<file path="config.mk">
export PLATFORM = sky130hd
export DESIGN_NAME = rtc_bcd_date_to_epoch_seconds
export DESIGN_NICKNAME = d
export VERILOG_FILES = /design/src/rtl/rbe_pkg.sv /design/src/rtl/rbe_decode.sv /design/src/rtl/rtc_bcd_date_to_epoch_seconds.sv
export SDC_FILE = /design/constraint.sdc
export NUM_CORES = 1
export LEC_CHECK = 0
export BUFFER_PORTS_ARGS = -buffer_cell sky130_fd_sc_hd__buf_4
export CAP_MARGIN = 10
export CORE_ASPECT_RATIO = 1.4
export CORE_MARGIN = 3
export CORE_UTILIZATION = 30
export DETAILED_ROUTE_END_ITERATION = 8
export PLACE_DENSITY = 0.46
export SYNTH_ARGS = -nofsm -noshare
export SYNTH_HDL_FRONTEND = slang
export SYNTH_SLANG_ARGS = --single-unit
</file>
<file path="constraint.sdc">
create_clock -name clk -period 7.43 [get_ports clk]
set_input_delay 0.743 -clock clk [delete_from_list [all_inputs] [get_ports clk]]
set_output_delay 0.743 -clock clk [all_outputs]
set_load 0.02 [all_outputs]
</file>
<file path="src/rtl/rbe_pkg.sv">
`default_nettype none
package rbe_pkg;

	localparam int unsigned SecsPerMin  = 60;
	localparam int unsigned SecsPerHour = 60 * SecsPerMin;
	localparam int unsigned SecsPerDay  = 24 * SecsPerHour;
	localparam int unsigned DaysPerYear = 365;
	localparam int unsigned YearWindow  = 70;
	localparam int unsigned YearSpan    = 100;
	localparam int unsigned MonthMax    = 12;

	typedef struct packed {
		logic [7:0] sec_bcd;
		logic [7:0] min_bcd;
		logic [7:0] hour_bcd;
		logic [7:0] mday_bcd;
		logic [7:0] month_bcd;
		logic [7:0] year_bcd;
	} req_t;

	typedef struct packed {
		logic [31:0] epoch_seconds;
		logic [8:0]  year_day;
		logic        bad_input;
	} rsp_t;

	// Decoded snapshot handed from the decoder into the pipeline.
	typedef struct packed {
		logic       bad;
		logic [6:0] sec;
		logic [6:0] min;
		logic [6:0] hour;
		logic [6:0] mday;
		logic [6:0] years;
		logic [4:0] leaps;
		logic [8:0] dbm;
		logic       feb_fix;
	} dec_t;

	function automatic logic bcd_ok(input logic [7:0] b);
		return (b[7:4] <= 4'd9) && (b[3:0] <= 4'd9);
	endfunction

	function automatic logic [6:0] bcd_bin(input logic [7:0] b);
		return 7'({3'b000, b[7:4]} * 7'd10) + {3'b000, b[3:0]};
	endfunction

	// Days before the first of each month, February taken as 29 days.
	function automatic logic [8:0] days_before_month(input logic [6:0] mon);
		logic [8:0] d;
		case (mon)
			7'd1:    d = 9'd0;
			7'd2:    d = 9'd31;
			7'd3:    d = 9'd60;
			7'd4:    d = 9'd91;
			7'd5:    d = 9'd121;
			7'd6:    d = 9'd152;
			7'd7:    d = 9'd182;
			7'd8:    d = 9'd213;
			7'd9:    d = 9'd244;
			7'd10:   d = 9'd274;
			7'd11:   d = 9'd305;
			7'd12:   d = 9'd335;
			default: d = 9'd0;
		endcase
		return d;
	endfunction

endpackage
`default_nettype wire

</file>
<file path="src/rtl/rbe_decode.sv">
`default_nettype none
module rbe_decode import rbe_pkg::*; (
	input  req_t snap,
	output dec_t dec
);

	logic [6:0] mon;
	logic [6:0] yr2;
	logic [6:0] years;
	logic [6:0] years_p1;
	logic [1:0] years_p2;
	logic       mon_bad;
	logic       nib_bad;

	assign mon = bcd_bin(snap.month_bcd);
	assign yr2 = bcd_bin(snap.year_bcd);

	assign nib_bad = !bcd_ok(snap.sec_bcd) || !bcd_ok(snap.min_bcd)
		|| !bcd_ok(snap.hour_bcd) || !bcd_ok(snap.mday_bcd)
		|| !bcd_ok(snap.month_bcd) || !bcd_ok(snap.year_bcd);
	assign mon_bad = (mon == 7'd0) || (mon > 7'(MonthMax));

	// Window the two-digit year onto 1970..2069.
	assign years = (yr2 >= 7'(YearWindow)) ? yr2 - 7'(YearWindow)
		: yr2 + 7'(YearSpan - YearWindow);
	assign years_p1 = years + 7'd1;
	assign years_p2 = years[1:0] + 2'd2;

	always_comb begin
		dec.bad     = nib_bad || mon_bad;
		dec.sec     = bcd_bin(snap.sec_bcd);
		dec.min     = bcd_bin(snap.min_bcd);
		dec.hour    = bcd_bin(snap.hour_bcd);
		dec.mday    = bcd_bin(snap.mday_bcd);
		dec.years   = years;
		dec.leaps   = years_p1[6:2];
		dec.dbm     = days_before_month(mon);
		// Drop the assumed leap day after February in a common year.
		dec.feb_fix = (years_p2 != 2'd0) && (mon > 7'd2);
	end

endmodule
`default_nettype wire

</file>
<file path="src/rtl/rtc_bcd_date_to_epoch_seconds.sv">
`default_nettype none
// BCD RTC snapshot to seconds since 1970-01-01 and day of year.
// Stages: s1 (decode), s2 (day count and seconds of day), s3 (day count
// times 86400, output register). One snapshot per cycle while rsp is not
// stalled. A stall on rsp holds each full stage whose later stages are all
// full; req_stall rises only when s1, s2 and s3 are full and rsp stalls.
// Reset (arst_n low) clears the stage valid bits; data registers are not reset.
module rtc_bcd_date_to_epoch_seconds import rbe_pkg::*; (
	input  logic clk,
	input  logic arst_n,
	input  logic req_valid,
	output logic req_stall,
	input  req_t req,
	output logic rsp_valid,
	input  logic rsp_stall,
	output rsp_t rsp
);

	dec_t dec;

	logic adv1, adv2, adv3;
	logic valid_s1, valid_s2, valid_s3;

	dec_t dec_s1;

	logic               bad_s2;
	logic signed [16:0] days_s2;
	logic [18:0]        sod_s2;
	logic [8:0]         yday_s2;

	rsp_t rsp_s3;

	logic [16:0] days_sum;
	logic [18:0] sod_sum;
	logic [8:0]  yday_sum;
	logic [31:0] epoch_sum;

	rbe_decode u_decode (
		.snap (req),
		.dec  (dec)
	);

	assign adv3 = !valid_s3 || !rsp_stall;
	assign adv2 = !valid_s2 || adv3;
	assign adv1 = !valid_s1 || adv2;

	assign req_stall = !adv1;
	assign rsp_valid = valid_s3;
	assign rsp       = rsp_s3;

	// Stage 2 math: whole days since the epoch, which may be -1 for a zero day.
	assign days_sum = 17'({10'd0, dec_s1.years} * 17'(DaysPerYear))
		+ {12'd0, dec_s1.leaps} + {8'd0, dec_s1.dbm} - {16'd0, dec_s1.feb_fix}
		+ {10'd0, dec_s1.mday} - 17'd1;
	assign sod_sum = 19'({12'd0, dec_s1.hour} * 19'(SecsPerHour))
		+ 19'({12'd0, dec_s1.min} * 19'(SecsPerMin)) + {12'd0, dec_s1.sec};
	assign yday_sum = dec_s1.dbm + {2'd0, dec_s1.mday} - {8'd0, dec_s1.feb_fix};

	assign epoch_sum = 32'(32'(days_s2) * 32'(SecsPerDay)) + {13'd0, sod_s2};

	always_ff @(posedge clk or negedge arst_n) begin
		if (!arst_n) begin
			valid_s1 <= 1'b0;
			valid_s2 <= 1'b0;
			valid_s3 <= 1'b0;
		end else begin
			if (adv1) valid_s1 <= req_valid;
			if (adv2) valid_s2 <= valid_s1;
			if (adv3) valid_s3 <= valid_s2;
		end
	end

	always_ff @(posedge clk) begin
		if (adv1) begin
			dec_s1 <= dec;
		end
		if (adv2) begin
			bad_s2  <= dec_s1.bad;
			days_s2 <= signed'(days_sum);
			sod_s2  <= sod_sum;
			yday_s2 <= yday_sum;
		end
		if (adv3) begin
			if (bad_s2) begin
				rsp_s3.epoch_seconds <= '0;
				rsp_s3.year_day      <= '0;
				rsp_s3.bad_input     <= 1'b1;
			end else begin
				rsp_s3.epoch_seconds <= epoch_sum;
				rsp_s3.year_day      <= yday_s2;
				rsp_s3.bad_input     <= 1'b0;
			end
		end
	end

endmodule
`default_nettype wire

</file>
==> metrics.md <==
| Metric | Value |
|---|---|
| Status | finished clean |
| # DRC | 0 |
| Vias per cell | 4.49 |
| CP endpoint kind | register |
| Global-route wire length before repair | 51.6 mm |
| R2R setup slack | 1710 ps |
| Startpoint types | register |
| Resized cells post-CTS | 0 |
| DRT Pass-1 Iters | 6 |
| Crit share post-route | 0.770 |
| Port-buffer cells | 95 |
| Area of the multi-input gates | 0.00965 mm2 |
| I/O pin count | 96 |
| Fin Setup TNS | 0 ps |
| Hold WS | 80.1 ps |
| Final min period | 5720 ps |
| GP Congestion | 0.830 |
| Commonest non-fill, non-tap cell in the layout | ha_1 |
| Critical path class | register to register |
| Top FF cell, synth | edfxtp_1 |
| Syn_area_per_cell | 10.5 um2 |
| Max-Cap Viols | 0 |
| DP Worst Slack | 1680 ps |
| Clk sinks | 142 |
| Final WL | 30.2 mm |
| Detailed Place HPWL | 26.0 mm |
| Total gr overflow | 0 |
| Max clock buf depth | 2 |
| Critical Path RT | 7610 ps |
| Share of cells above drive strength 1 | 0.0959 |
| Hold WC Path Type | input pin to async pin |
| Clock transition at path regs | 70 ps |
| Total global-route track usage | 0.120 |
| Final Setup Violations | 0 |
| Most frequent cells in the layout | ha_1, inv_1, edfxtp_1 |
| Clock Latency Late Sink | 440 ps |
| Post-CTS Setup Bufs | 0 |
| Final Skew | 8.78 ps |
| Initial antenna violation count | 0 |
| Ant diodes | 0 |
| Ys async rst share | 0.0211 |
| Cells after Synth | 1424 |
| CP max FO | 5 |
| Setup repair after global routing missed its margin | false |
| Die ar. | 0.0524 mm2 |
| Final worst slack | 1710 ps |
| Pins over their slew limit | 0 |
| Drt wl/cell | 13.8 um |
| Worst reg2reg endpoint | rsp[41]$_SDFFCE_PP0P_ |
| CP Cell Sequence | ha_1, inv_1, fa_1, inv_1, fa_1, ha_1, inv_1, fa_1, inv_1, ha_1, nand4_1, a21oi_1, nor2_1, xnor2_1, ha_1, o31a_1, o21ai_1, nor3_1, nand4b_1, mux2_1 |
| YS warnings | 0 |
| Slowest Stage Delay on Critical Path | 510 ps |
| Largest net degree at the start of global routing | 54 |
| Synth top area share | 0.280 |
| First DRT Iteration DRCs | 294 |
| Synth-to-Final Area Change | 13.8% |
| Netlist cell types | 71 |
| Crit Reg-Reg Startpoint | days_s2[1]$_DFFE_PP_ |
| Reg2reg path depth | 20 |
| H-tree levels | 4 |
| Cell taking the most area after synthesis | edfxtp_1 |
| Hold buffers post-CTS | 0 |
| Final hold viol count | 0 |
| Root buf cell | clkbuf_16 |
| Post-Syn Nets | 1853 |
| Post-Syn Area | 0.0149 mm2 |
| Die Height | 270 um |
| Num rows | 96 |
| Finished Layout Cells | 2181 |
| Core area | 0.0491 mm2 |
| Post-synth EDFFs | 139 |
| FILL cells | 4974 |
| NumNets Final | 1960 |
| Initial Utilization | 0.303 |
| Post-synthesis sequential area ratio | 0.285 |
| CP max-delay cell | fa_1 |
| Worst Path Arrival | 5910 ps |
| Placed insts | 2149 |
| Seq. cell area | 0.00425 mm2 |
| Highest clock rate | 175 MHz |
| Routed vias | 9795 |
| Total CTS buffers | 17 |
| Die width | 194 um |
| Register bit total from synthesis | 142 |
| Worst Tran Pin Value | 1040 ps |
| CTS tree | yes |
| Rel. slew slack | 0.306 |
| Ranking of synthesized cells by area | edfxtp_1, ha_1, fa_1 |
| Routed Antenna Nets | 0 |
| Number of global-route vias before repair | 10500 |
-- sequential cells by signal, indices dropped and copies added (netlist names) --
signal / cells
dec_s1: 51
rsp: 42
sod_s2: 19
days_s2: 17
yday_s2: 9
bad_s2: 1
rsp_valid: 1
valid_s1: 1
valid_s2: 1
-- synth_stat cells (4+ instances only) --
cell	count
ha_1	261
inv_1	256
edfxtp_1	139
fa_1	116
xnor2_1	100
nor2_1	84
a21oi_1	69
nand2_1	51
o21ai_0	46
nor2b_1	32
a21o_1	28
nor3_1	24
xor2_1	23
nand3_1	18
nand4_1	13
and3_1	11
o21bai_1	11
o211ai_1	10
nand2b_1	9
clkbuf_1	8
a31oi_1	7
o21a_1	7
a211oi_1	6
and2_1	6
nor4_1	6
o21ai_1	6
mux2i_1	5
or3_1	5
a2111oi_0	4
o2111ai_1	4
or2_2	4
-- worst max-delay path, delay by kind of cell, from the launching register on --
family | cells | cell delay (ps)
AOI/OAI and AO/OA | 3 | 670
xor gates and xnor gates | 1 | 140
adders and majority gates | 7 | 2720
buffers and inverters | 4 | 210
DFF | 1 | 480
muxes | 1 | 340
and+or+nand+nor | 4 | 900
-- per-layer routing --
layer	global-route usage	part of all wire	up-vias
met5	0	0	-
met4	0.0372	0.018	0
met3	0.0146	0.021	30
met2	0.217	0.51	132
met1	0.149	0.45	4556
li1	-	-	5077
-- metrics by stage --
stage | area (um2) | utilization
2_1_floorplan | 14900 | -
3_3_place_gp | 16400 | 0.334
3_5_place_dp | 16400 | 0.334
4_1_cts | 17000 | 0.345
5_1_grt | 17000 | 0.345
6_report | 17000 | 0.345
-- worst max-delay path by stage --
stage | start | end | slack [ps] | cells past startpoint
2_1_floorplan | days_s2[1]$_DFFE_PP_ | rsp[41]$_SDFFCE_PP0P_ | 2220 | 20
3_3_place_gp | days_s2[1]$_DFFE_PP_ | rsp[41]$_SDFFCE_PP0P_ | 1770 | 20
3_5_place_dp | days_s2[1]$_DFFE_PP_ | rsp[41]$_SDFFCE_PP0P_ | 1680 | 20
4_1_cts | days_s2[1]$_DFFE_PP_ | rsp[41]$_SDFFCE_PP0P_ | 1630 | 20
5_1_grt | days_s2[1]$_DFFE_PP_ | rsp[41]$_SDFFCE_PP0P_ | 1320 | 20
6_report | days_s2[1]$_DFFE_PP_ | rsp[41]$_SDFFCE_PP0P_ | 1710 | 20
-- kinds of logic (layout without fill, tap and decap cells) --
kind of cell	Yosys count	after routing	synth area share
multiplexers	6	6	0.00411
buffers and inverters	268	388	0.0676
AND/OR/NAND/NOR	277	277	0.0924
flip-flops	142	142	0.285
adder cells (fa/ha/maj)	378	378	0.376
XOR/XNOR	126	126	0.0756
AO/OA/AOI/OAI	227	227	0.0997
-- final cells by class --
type	instances	share of cell area
clock inverter	15	0.00738
inverter	258	0.0571
clock buffer	17	0.0251
multi-input combinational	1014	0.569
tap	637	0.0470
timing repair buffer	98	0.0434
sequential	142	0.251
Power is not shown: default switching activity piles up to over one toggle a cycle in this logic, so the estimate is an artifact.
